[src/rtl/core/fplh_pkg.sv]
// ----------------------------------------------------------------------------
// fplh_pkg
// Types, codes and a helper function shared by the field peak histogram block.
// ----------------------------------------------------------------------------
package fplh_pkg;

	typedef enum logic [1:0] {
		FUNC_SAMPLE    = 2'd0,
		FUNC_WAVE_END  = 2'd1,
		FUNC_SLICE_END = 2'd2,
		FUNC_READ      = 2'd3
	} func_t;

	localparam logic REG_MIN_WAVE_SAMPLES = 1'b0;
	localparam logic REG_NOISE_SHIFT      = 1'b1;

	localparam logic [7:0] MIN_WAVE_SAMPLES_RST = 8'd7;
	localparam logic [3:0] NOISE_SHIFT_RST      = 4'd4;

	localparam logic [15:0] WAVE_MIN_RST = 16'hFFFF;
	localparam logic [7:0]  SAMPLES_MAX  = 8'd255;

	localparam int DIV_STEPS = 16;

	typedef struct packed {
		logic        start;
		logic [15:0] dividend;
		logic [7:0]  divisor;
	} div_req_t;

	typedef struct packed {
		logic        done;
		logic [15:0] quotient;
	} div_rsp_t;

	// Number of bits needed to hold the value, zero for zero.
	function automatic logic [4:0] bit_len16(input logic [15:0] v);
		logic [4:0] len;
		len = 5'd0;
		for (int i = 0; i < 16; i++) begin
			if (v[i]) begin
				len = 5'(i + 1);
			end
		end
		return len;
	endfunction

endpackage

[src/rtl/core/fplh_lane.sv]
// ----------------------------------------------------------------------------
// fplh_lane
// One axis lane: registers the absolute value of a signed 12-bit reading.
// ----------------------------------------------------------------------------
module fplh_lane (
	input  logic               clk,
	input  logic               en,
	input  logic signed [11:0] raw,
	output logic [11:0]        abs_s1
);

	logic [11:0] abs_val;

	assign abs_val = raw[11] ? 12'(12'd0 - 12'(raw)) : 12'(raw);

	always_ff @(posedge clk) begin
		if (en) begin
			abs_s1 <= abs_val;
		end
	end

endmodule

[src/rtl/core/fplh_div.sv]
// ----------------------------------------------------------------------------
// fplh_div
// Restoring divider, 16-bit dividend by 8-bit divisor, one quotient bit per
// cycle.
// ----------------------------------------------------------------------------
module fplh_div (
	input  logic               clk,
	input  logic               arst_n,
	input  fplh_pkg::div_req_t req,
	output fplh_pkg::div_rsp_t rsp
);

	logic        busy_q;
	logic        done_q;
	logic [3:0]  cnt_q;
	logic [7:0]  rem_q;
	logic [15:0] dq_q;
	logic [7:0]  dvs_q;
	logic [8:0]  trial;
	logic        ge;
	logic [7:0]  next_rem;

	assign trial    = {rem_q, dq_q[15]};
	assign ge       = trial >= {1'b0, dvs_q};
	assign next_rem = ge ? 8'(trial - {1'b0, dvs_q}) : trial[7:0];

	always_ff @(posedge clk or negedge arst_n) begin
		if (!arst_n) begin
			busy_q <= 1'b0;
			done_q <= 1'b0;
			cnt_q  <= 4'd0;
		end else begin
			done_q <= 1'b0;
			if (req.start) begin
				busy_q <= 1'b1;
				cnt_q  <= 4'd0;
			end else if (busy_q) begin
				cnt_q <= cnt_q + 4'd1;
				if (cnt_q == 4'(fplh_pkg::DIV_STEPS - 1)) begin
					busy_q <= 1'b0;
					done_q <= 1'b1;
				end
			end
		end
	end

	always_ff @(posedge clk) begin
		if (req.start) begin
			rem_q <= 8'd0;
			dq_q  <= req.dividend;
			dvs_q <= req.divisor;
		end else if (busy_q) begin
			rem_q <= next_rem;
			dq_q  <= {dq_q[14:0], ge};
		end
	end

	assign rsp.done     = done_q;
	assign rsp.quotient = dq_q;

endmodule

[src/rtl/core/fplh_hist.sv]
// ----------------------------------------------------------------------------
// fplh_hist
// Histogram bucket bank with one increment port and one read port.
// ----------------------------------------------------------------------------
module fplh_hist #(
	parameter int NUM_BUCKETS = 10,
	parameter int COUNT_BITS  = 32
) (
	input  logic                           clk,
	input  logic                           arst_n,
	input  logic                           inc,
	input  logic [$clog2(NUM_BUCKETS)-1:0] inc_idx,
	input  logic [$clog2(NUM_BUCKETS)-1:0] rd_idx,
	output logic [COUNT_BITS-1:0]          rd_cnt
);

	logic [COUNT_BITS-1:0] bucket_q [NUM_BUCKETS];

	always_ff @(posedge clk or negedge arst_n) begin
		if (!arst_n) begin
			for (int i = 0; i < NUM_BUCKETS; i++) begin
				bucket_q[i] <= '0;
			end
		end else if (inc) begin
			bucket_q[inc_idx] <= bucket_q[inc_idx] + COUNT_BITS'(1);
		end
	end

	assign rd_cnt = bucket_q[rd_idx];

endmodule

[src/rtl/core/field_peak_log2_histogram_top.sv]
// ----------------------------------------------------------------------------
// field_peak_log2_histogram_top
// Magnetometer peak-to-peak histogram with a stream port and a register port.
// ----------------------------------------------------------------------------
// The block takes one item at a time. A sample, wave end or read item passes
// through the execute and output states before the next one is accepted. A
// slice end item with accepted waves also passes the divide state, where the
// divider produces one quotient bit per cycle, and the histogram state. A
// finished result waits in the output register while the next item is taken in.
module field_peak_log2_histogram_top #(
	parameter int NUM_BUCKETS = 10,
	parameter int COUNT_BITS  = 32
) (
	input  logic        clk,
	input  logic        arst_n,
	input  logic        s_tvalid,
	output logic        s_tready,
	input  logic [39:0] s_tdata,   // axis_x, axis_y, axis_z, read_index
	input  logic [2:0]  s_tuser,   // func, sample_valid
	output logic        m_tvalid,
	input  logic        m_tready,
	output logic [55:0] m_tdata,   // magnitude, bucket_number, bucket_count, zero pad
	output logic [1:0]  m_tuser,   // wave_accepted, bucket_updated
	input  logic        psel,
	input  logic        penable,
	input  logic        pwrite,
	input  logic [2:0]  paddr,
	input  logic [31:0] pwdata,
	output logic [31:0] prdata,
	output logic        pready
);

	localparam int BW = $clog2(NUM_BUCKETS);

	typedef enum logic [2:0] {
		ST_IDLE,
		ST_EXEC,
		ST_DIV,
		ST_HIST,
		ST_OUT
	} state_t;

	state_t                  state_q;
	fplh_pkg::func_t         func_q;
	logic                    valid_q;
	logic [3:0]              read_index_q;
	logic [7:0]              min_wave_q;
	logic [3:0]              nshift_q;
	logic [15:0]             wave_max_q;
	logic [15:0]             wave_min_q;
	logic [7:0]              wave_samples_q;
	logic [15:0]             slice_sum_q;
	logic [7:0]              slice_waves_q;
	logic [BW-1:0]           bucket_q;
	logic [12:0]             res_mag_q;
	logic                    res_acc_q;
	logic                    res_upd_q;
	logic [3:0]              res_num_q;
	logic [31:0]             res_cnt_q;
	logic                    m_tvalid_q;
	logic [12:0]             m_mag_q;
	logic                    m_acc_q;
	logic                    m_upd_q;
	logic [3:0]              m_num_q;
	logic [31:0]             m_cnt_q;
	logic                    in_acc;
	logic [11:0]             abs_x_s1;
	logic [11:0]             abs_y_s1;
	logic [11:0]             abs_z_s1;
	logic [12:0]             mag;
	logic [15:0]             avg;
	logic [4:0]              len;
	logic                    idx_in_range;
	logic [BW-1:0]           hist_rd_idx;
	logic [COUNT_BITS-1:0]   hist_rd;
	logic [COUNT_BITS-1:0]   hist_next;
	logic                    hist_inc;
	logic                    cfg_wr;
	fplh_pkg::div_req_t      div_req;
	fplh_pkg::div_rsp_t      div_rsp;

	assign in_acc = s_tvalid && s_tready;

	fplh_lane u_lane_x (.clk(clk), .en(in_acc), .raw(s_tdata[11:0]),  .abs_s1(abs_x_s1));
	fplh_lane u_lane_y (.clk(clk), .en(in_acc), .raw(s_tdata[23:12]), .abs_s1(abs_y_s1));
	fplh_lane u_lane_z (.clk(clk), .en(in_acc), .raw(s_tdata[35:24]), .abs_s1(abs_z_s1));

	assign mag = 13'(abs_x_s1) + 13'(abs_y_s1) + 13'(abs_z_s1);

	assign div_req.start    = (state_q == ST_EXEC) && (func_q == fplh_pkg::FUNC_SLICE_END)
		&& (slice_waves_q != 8'd0);
	assign div_req.dividend = slice_sum_q;
	assign div_req.divisor  = slice_waves_q;

	fplh_div u_div (.clk(clk), .arst_n(arst_n), .req(div_req), .rsp(div_rsp));

	assign avg = div_rsp.quotient >> nshift_q;
	assign len = fplh_pkg::bit_len16(avg);

	assign idx_in_range = int'(read_index_q) < NUM_BUCKETS;
	assign hist_rd_idx  = (state_q == ST_HIST) ? bucket_q : BW'(read_index_q);
	assign hist_inc     = (state_q == ST_HIST);
	assign hist_next    = hist_rd + COUNT_BITS'(1);

	fplh_hist #(
		.NUM_BUCKETS(NUM_BUCKETS),
		.COUNT_BITS (COUNT_BITS)
	) u_hist (
		.clk    (clk),
		.arst_n (arst_n),
		.inc    (hist_inc),
		.inc_idx(bucket_q),
		.rd_idx (hist_rd_idx),
		.rd_cnt (hist_rd)
	);

	assign cfg_wr = psel && penable && pwrite && pready;
	assign pready = 1'b1;
	assign prdata = (paddr[2] == fplh_pkg::REG_NOISE_SHIFT) ? {28'd0, nshift_q}
		: {24'd0, min_wave_q};

	always_ff @(posedge clk or negedge arst_n) begin
		if (!arst_n) begin
			min_wave_q <= fplh_pkg::MIN_WAVE_SAMPLES_RST;
			nshift_q   <= fplh_pkg::NOISE_SHIFT_RST;
		end else if (cfg_wr) begin
			if (paddr[2] == fplh_pkg::REG_NOISE_SHIFT) begin
				nshift_q <= pwdata[3:0];
			end else begin
				min_wave_q <= pwdata[7:0];
			end
		end
	end

	always_ff @(posedge clk or negedge arst_n) begin
		if (!arst_n) begin
			state_q        <= ST_IDLE;
			func_q         <= fplh_pkg::FUNC_SAMPLE;
			valid_q        <= 1'b0;
			read_index_q   <= 4'd0;
			wave_max_q     <= 16'd0;
			wave_min_q     <= fplh_pkg::WAVE_MIN_RST;
			wave_samples_q <= 8'd0;
			slice_sum_q    <= 16'd0;
			slice_waves_q  <= 8'd0;
			bucket_q       <= '0;
			res_mag_q      <= 13'd0;
			res_acc_q      <= 1'b0;
			res_upd_q      <= 1'b0;
			res_num_q      <= 4'd0;
			res_cnt_q      <= 32'd0;
			m_tvalid_q     <= 1'b0;
			m_mag_q        <= 13'd0;
			m_acc_q        <= 1'b0;
			m_upd_q        <= 1'b0;
			m_num_q        <= 4'd0;
			m_cnt_q        <= 32'd0;
		end else begin
			if (m_tvalid_q && m_tready && state_q != ST_OUT) begin
				m_tvalid_q <= 1'b0;
			end
			case (state_q)
				ST_IDLE: begin
					if (in_acc) begin
						func_q       <= fplh_pkg::func_t'(s_tuser[1:0]);
						valid_q      <= s_tuser[2];
						read_index_q <= s_tdata[39:36];
						state_q      <= ST_EXEC;
					end
				end
				ST_EXEC: begin
					res_mag_q <= (func_q == fplh_pkg::FUNC_SAMPLE && valid_q) ? mag : 13'd0;
					res_acc_q <= (func_q == fplh_pkg::FUNC_WAVE_END)
						&& (wave_samples_q > min_wave_q);
					res_upd_q <= 1'b0;
					res_num_q <= (func_q == fplh_pkg::FUNC_READ) ? read_index_q : 4'd0;
					res_cnt_q <= (func_q == fplh_pkg::FUNC_READ && idx_in_range)
						? 32'(hist_rd) : 32'd0;
					state_q   <= div_req.start ? ST_DIV : ST_OUT;
					case (func_q)
						fplh_pkg::FUNC_SAMPLE: begin
							if (valid_q) begin
								if (16'(mag) > wave_max_q) begin
									wave_max_q <= 16'(mag);
								end
								if (16'(mag) < wave_min_q) begin
									wave_min_q <= 16'(mag);
								end
								if (wave_samples_q != fplh_pkg::SAMPLES_MAX) begin
									wave_samples_q <= wave_samples_q + 8'd1;
								end
							end
						end
						fplh_pkg::FUNC_WAVE_END: begin
							if (wave_samples_q > min_wave_q) begin
								slice_sum_q   <= slice_sum_q + (wave_max_q - wave_min_q);
								slice_waves_q <= slice_waves_q + 8'd1;
							end
							wave_max_q     <= 16'd0;
							wave_min_q     <= fplh_pkg::WAVE_MIN_RST;
							wave_samples_q <= 8'd0;
						end
						fplh_pkg::FUNC_SLICE_END: begin
							if (slice_waves_q == 8'd0) begin
								slice_sum_q <= 16'd0;
							end
						end
						default: begin
						end
					endcase
				end
				ST_DIV: begin
					if (div_rsp.done) begin
						if (int'(len) > NUM_BUCKETS - 1) begin
							bucket_q <= BW'(NUM_BUCKETS - 1);
						end else begin
							bucket_q <= BW'(len);
						end
						state_q <= ST_HIST;
					end
				end
				ST_HIST: begin
					res_upd_q     <= 1'b1;
					res_num_q     <= 4'(bucket_q);
					res_cnt_q     <= 32'(hist_next);
					slice_sum_q   <= 16'd0;
					slice_waves_q <= 8'd0;
					state_q       <= ST_OUT;
				end
				ST_OUT: begin
					if (!m_tvalid_q || m_tready) begin
						m_tvalid_q <= 1'b1;
						m_mag_q    <= res_mag_q;
						m_acc_q    <= res_acc_q;
						m_upd_q    <= res_upd_q;
						m_num_q    <= res_num_q;
						m_cnt_q    <= res_cnt_q;
						state_q    <= ST_IDLE;
					end
				end
				default: begin
					state_q <= ST_IDLE;
				end
			endcase
		end
	end

	assign s_tready = (state_q == ST_IDLE);
	assign m_tvalid = m_tvalid_q;
	assign m_tdata  = {7'd0, m_cnt_q, m_num_q, m_mag_q};
	assign m_tuser  = {m_upd_q, m_acc_q};

	a_div_done_in_div: assert property (@(posedge clk) disable iff (!arst_n)
		div_rsp.done |-> state_q == ST_DIV)
		else $error("Divider finished outside the divide state.");

	a_one_item_at_a_time: assert property (@(posedge clk) disable iff (!arst_n)
		in_acc |=> !s_tready)
		else $error("A second item was taken while one is in work.");

	a_slice_cleared: assert property (@(posedge clk) disable iff (!arst_n)
		state_q == ST_HIST |=> slice_waves_q == 8'd0 && slice_sum_q == 16'd0)
		else $error("Slice state not cleared after a bucket update.");

	a_flags_exclusive: assert property (@(posedge clk) disable iff (!arst_n)
		m_tvalid && m_tuser[0] |-> !m_tuser[1] && m_tdata[12:0] == 13'd0)
		else $error("Wave end result carries fields of another function.");

	a_start_from_exec: assert property (@(posedge clk) disable iff (!arst_n)
		div_req.start |=> state_q == ST_DIV)
		else $error("Divider started without entering the divide state.");

endmodule
[config.mk]
export PLATFORM = sky130hd
export DESIGN_NAME = field_peak_log2_histogram_top
export DESIGN_NICKNAME = d
export VERILOG_FILES = /design/src/rtl/core/fplh_pkg.sv /design/src/rtl/core/fplh_lane.sv /design/src/rtl/core/fplh_div.sv /design/src/rtl/core/fplh_hist.sv /design/src/rtl/core/field_peak_log2_histogram_top.sv
export SDC_FILE = /design/constraint.sdc
export NUM_CORES = 1
export LEC_CHECK = 0
export BUFFER_PORTS_ARGS = -buffer_cell sky130_fd_sc_hd__buf_2
export CORE_ASPECT_RATIO = 0.8
export CORE_MARGIN = 5
export CORE_UTILIZATION = 40
export CTS_BUF_LIST = sky130_fd_sc_hd__clkbuf_8
export DETAILED_ROUTE_END_ITERATION = 8
export PLACE_DENSITY = 0.53
export REMOVE_ABC_BUFFERS = 1
export SLEW_MARGIN = 20
export SYNTH_ARGS = -nofsm -noshare
export SYNTH_HDL_FRONTEND = slang
export SYNTH_SLANG_ARGS = --single-unit
[constraint.sdc]
create_clock -name clk -period 6.3 [get_ports clk]
set_clock_uncertainty 0.15 [all_clocks]
set_input_delay 0.945 -clock clk [delete_from_list [all_inputs] [get_ports clk]]
set_output_delay 0.945 -clock clk [all_outputs]
set_load 0.01 [all_outputs]
==> run metrics <==
via count of the routed design 24514; Starting DRT DRC Count 1982; HPWL after detailed placement 61600 microns; Finished Layout Cells 4337; slowest stage delay, CP 0.62 ns; synth warn 0; vias per cell 5.65; Clock Sinks 582; VDD IR max 202 uV; class of the worst hold path input pin to async pin; Cell Int Power 8.38 mW; Seq pwr share 34.8%; R2R depth 16; Non-Filler Cell Area, Final 0.0361 sq mm; Residual DRC 0; Post-Place Cells 4161; Sw Ratio 40.2%; CTS resizes 0; global-route usage over all layers 21.8%; Synth top area share 38.0%; root buf cell clkbuf_8; Die ar. 0.0875 sq mm; worst endpoint data arrival time 5.96 ns; layout cells sized above 1 21.4%; first-pass GRT wire length 150000 microns; CP cell instances buf_4 -> nand3b_1 -> mux2_2 -> nor2_1 -> nand2_1 -> o221ai_1 -> ha_1 -> nand2_1 -> nor3_1 -> a41oi_1 -> buf_4 -> nor3_1 -> nand3_2 -> nor2_1 -> mux2i_1 -> nand2_1; Mapped Area 0.0326 sq mm; Avg Cell Area, Syn 10.6 sq um; Hold WS 0.0544 ns; PortBufs 119; Post-Synthesis Cells 3070; Syn-to-layout area delta 10.5%; #FFs+latches synth 582; Die Span Y 266 microns; crit end category flop; standard-cell rows 93; Slew Limit Fails 0; Reg2Reg Setup Slack 0.75 ns; Critical Path Start Type flop; CTS max path bufs 3; CP Class flop to flop; clock power share 23.7%; final setup fails 0; area leader, netlist dfrtp_1; RSZ-0062 raised after global routing no; worst slew pin tran 1.08 ns; pin count of the biggest net entering global routing 162; Leak 15.7 nW; Top-Level Pins 178; status finished clean; Max-Cap Viols 0; sequential share of the synthesized area 45.5%; core area 0.0808 sq mm; number of global-route vias before repair 24942; Bufs and invs on worst path 2; Synth Flop Type dfrtp_1; CP top delay family simple AND/OR/NAND/NOR gates; antenna violation net count after detailed routing 0; period utilization 88.0%; Worst R2R End res_cnt_q[14]; Fin. Hold Viols 0; worst r2r src state_q[0]; CP Data Required Time 6.71 ns; total power 14.0 mW; Starting Density 40.4%; Psw 5.63 mW; relative slew slack 27.8%; WL final 95700 microns; EDFF count, synth 60; post-CTS setup repair buffer count 0; GPL Wtd Cong 0.842; Clk pin slew, worst setup/hold paths 0.07 ns; DP Area 0.0342 sq mm; Logic pwr share 41.5%; top cells by area, synth dfrtp_1, mux2_2, edfxtp_1; Critical-path top delay cell mux2_2; Hold Buf Count CTS 0; wire per inst 22.1 microns; Critical Path Most Common Cell nand2_1; min cycle time layout 5.55 ns; Synth async-reset ratio 88.3%; H-tree lvl count 3; Skew-Pair Late Insertion Delay 0.73 ns; peak fanout along the critical path 11; CTS buffer count 100; 1st-pass router iterations 5; # nets final 3362; Fmax achieved 180 MHz; Die X-Extent 329 microns; global route overflow 0; Synth cell types 99; CTS tree done; pwr dens 388 mW/mm^2; initial antenna violation count 0
[cells in the mapped netlist, drive strengths merged (4+ instances only)]
master and n:
and2 39, fa 27, nor4 21, xnor2 66
a32oi 12, nand2 459, o31ai 22, dfxtp 8
xor2 32, mux4 86, nor3 38, o21bai 7
nand3 36, nor2 140, inv 122, a211o 6
mux2 228, a22o 33, nand4 22, o41ai 4
nor2b 12, o21ai 323, clkbuf 115, dfstp 18
a22oi 27, a21oi 90, o211ai 4, a311oi 4
edfxtp 60, a31oi 24, dfrtp 496, a21o 22
and3 7, or3 18, mux2i 94, o311ai 4
a221oi 43, buf 101, o22ai 11, ha 79
a211oi 28, nand2b 32
[layout by cell type (no fill, tap or decap), types with 32 or more instances in the layout]
cell / count
a21oi_1: 86
a221oi_1: 42
a22o_1: 33
and2_1: 38
buf_2: 118
buf_4: 62
clkbuf_8: 118
conb_1: 32
dfrtp_1: 494
edfxtp_1: 60
ha_1: 79
inv_1: 154
mux2_2: 223
mux2i_1: 93
mux4_2: 76
nand2_1: 452
nor2_1: 136
nor3_1: 36
o21ai_0: 286
o21ai_1: 36
xnor2_1: 64
[worst max-delay path by stage]
stage,start,endpoint,cells after the start
detailed placement,state_q[0],res_cnt_q[14],16
CTS,state_q[0],res_cnt_q[14],16
finish,state_q[0],res_cnt_q[14],16
global placement,state_q[0],res_cnt_q[14],16
global route,state_q[0],res_cnt_q[30],16
floorplan,bucket_q[0],res_cnt_q[30],14
[metal layers]
layer	vias to the layer above	GRT usage, %	wire, microns	share of wire, %
met5	-	0	0	0
met4	0	5.93	2320	2.4
li1	11191	-	-	-
met3	176	4.65	6580	6.9
met1	12297	31.1	43700	46
met2	850	33.9	43100	45
[per-stage QoR]
step | util [%] | setup TNS [ns] | setup WS (ns)
3_5_place_dp | 42.3 | 0 | 1.05
6_report | 44.7 | 0 | 0.754
4_1_cts | 44.7 | 0 | 0.980
2_1_floorplan | - | -70.03 | -2.50
5_1_grt | 44.7 | 0 | 0.719
3_3_place_gp | 42.3 | 0 | 0.977
[power groups by stage]
stage / clock network (mW) / logic (mW) / registers, mW
2_1_floorplan: 0 / 3.92 / 4.81
3_3_place_gp: 0 / 5.66 / 4.92
3_5_place_dp: 0 / 5.78 / 4.94
4_1_cts: 3.42 / 5.81 / 4.87
5_1_grt: 3.59 / 6.51 / 4.94
6_report: 3.32 / 5.82 / 4.87
[cell families after synthesis]
family / share of synthesized area (%)
other: 0.0230
and+or+nand+nor: 11.9
DFF: 45.5
buffers and inverters: 5.25
adders and majority gates: 4.68
xor gates and xnor gates: 2.76
AOI/OAI and AO/OA: 13.1
muxes: 16.8
[flip-flops by register name, indices dropped and copies added (netlist names), 8 cells and up]
| name | cells |
|---|---|
| slice_waves_q | 8 |
| m_cnt_q | 32 |
| u_div.dvs_q | 8 |
| u_lane_z.abs_s1 | 12 |
| res_mag_q | 13 |
| u_lane_x.abs_s1 | 12 |
| slice_sum_q | 16 |
| wave_min_q | 14 |
| u_lane_y.abs_s1 | 12 |
| u_hist.bucket_q | 320 |
| m_mag_q | 13 |
| wave_max_q | 13 |
| u_div.dq_q | 16 |
| u_div.rem_q | 8 |
| res_cnt_q | 32 |
| wave_samples_q | 8 |
| min_wave_q | 8 |
[final cells by class]
type,instances,area (sq um)
sequential,582,14900
tap,1092,1370
timing repair buffer,185,1150
inverter,123,462
fill,7703,44700
antenna,2,5.00
clock buffer,118,1620
clock inverter,56,265
multi-input combinational,2179,16300
Power figures use the tool's default switching activity.
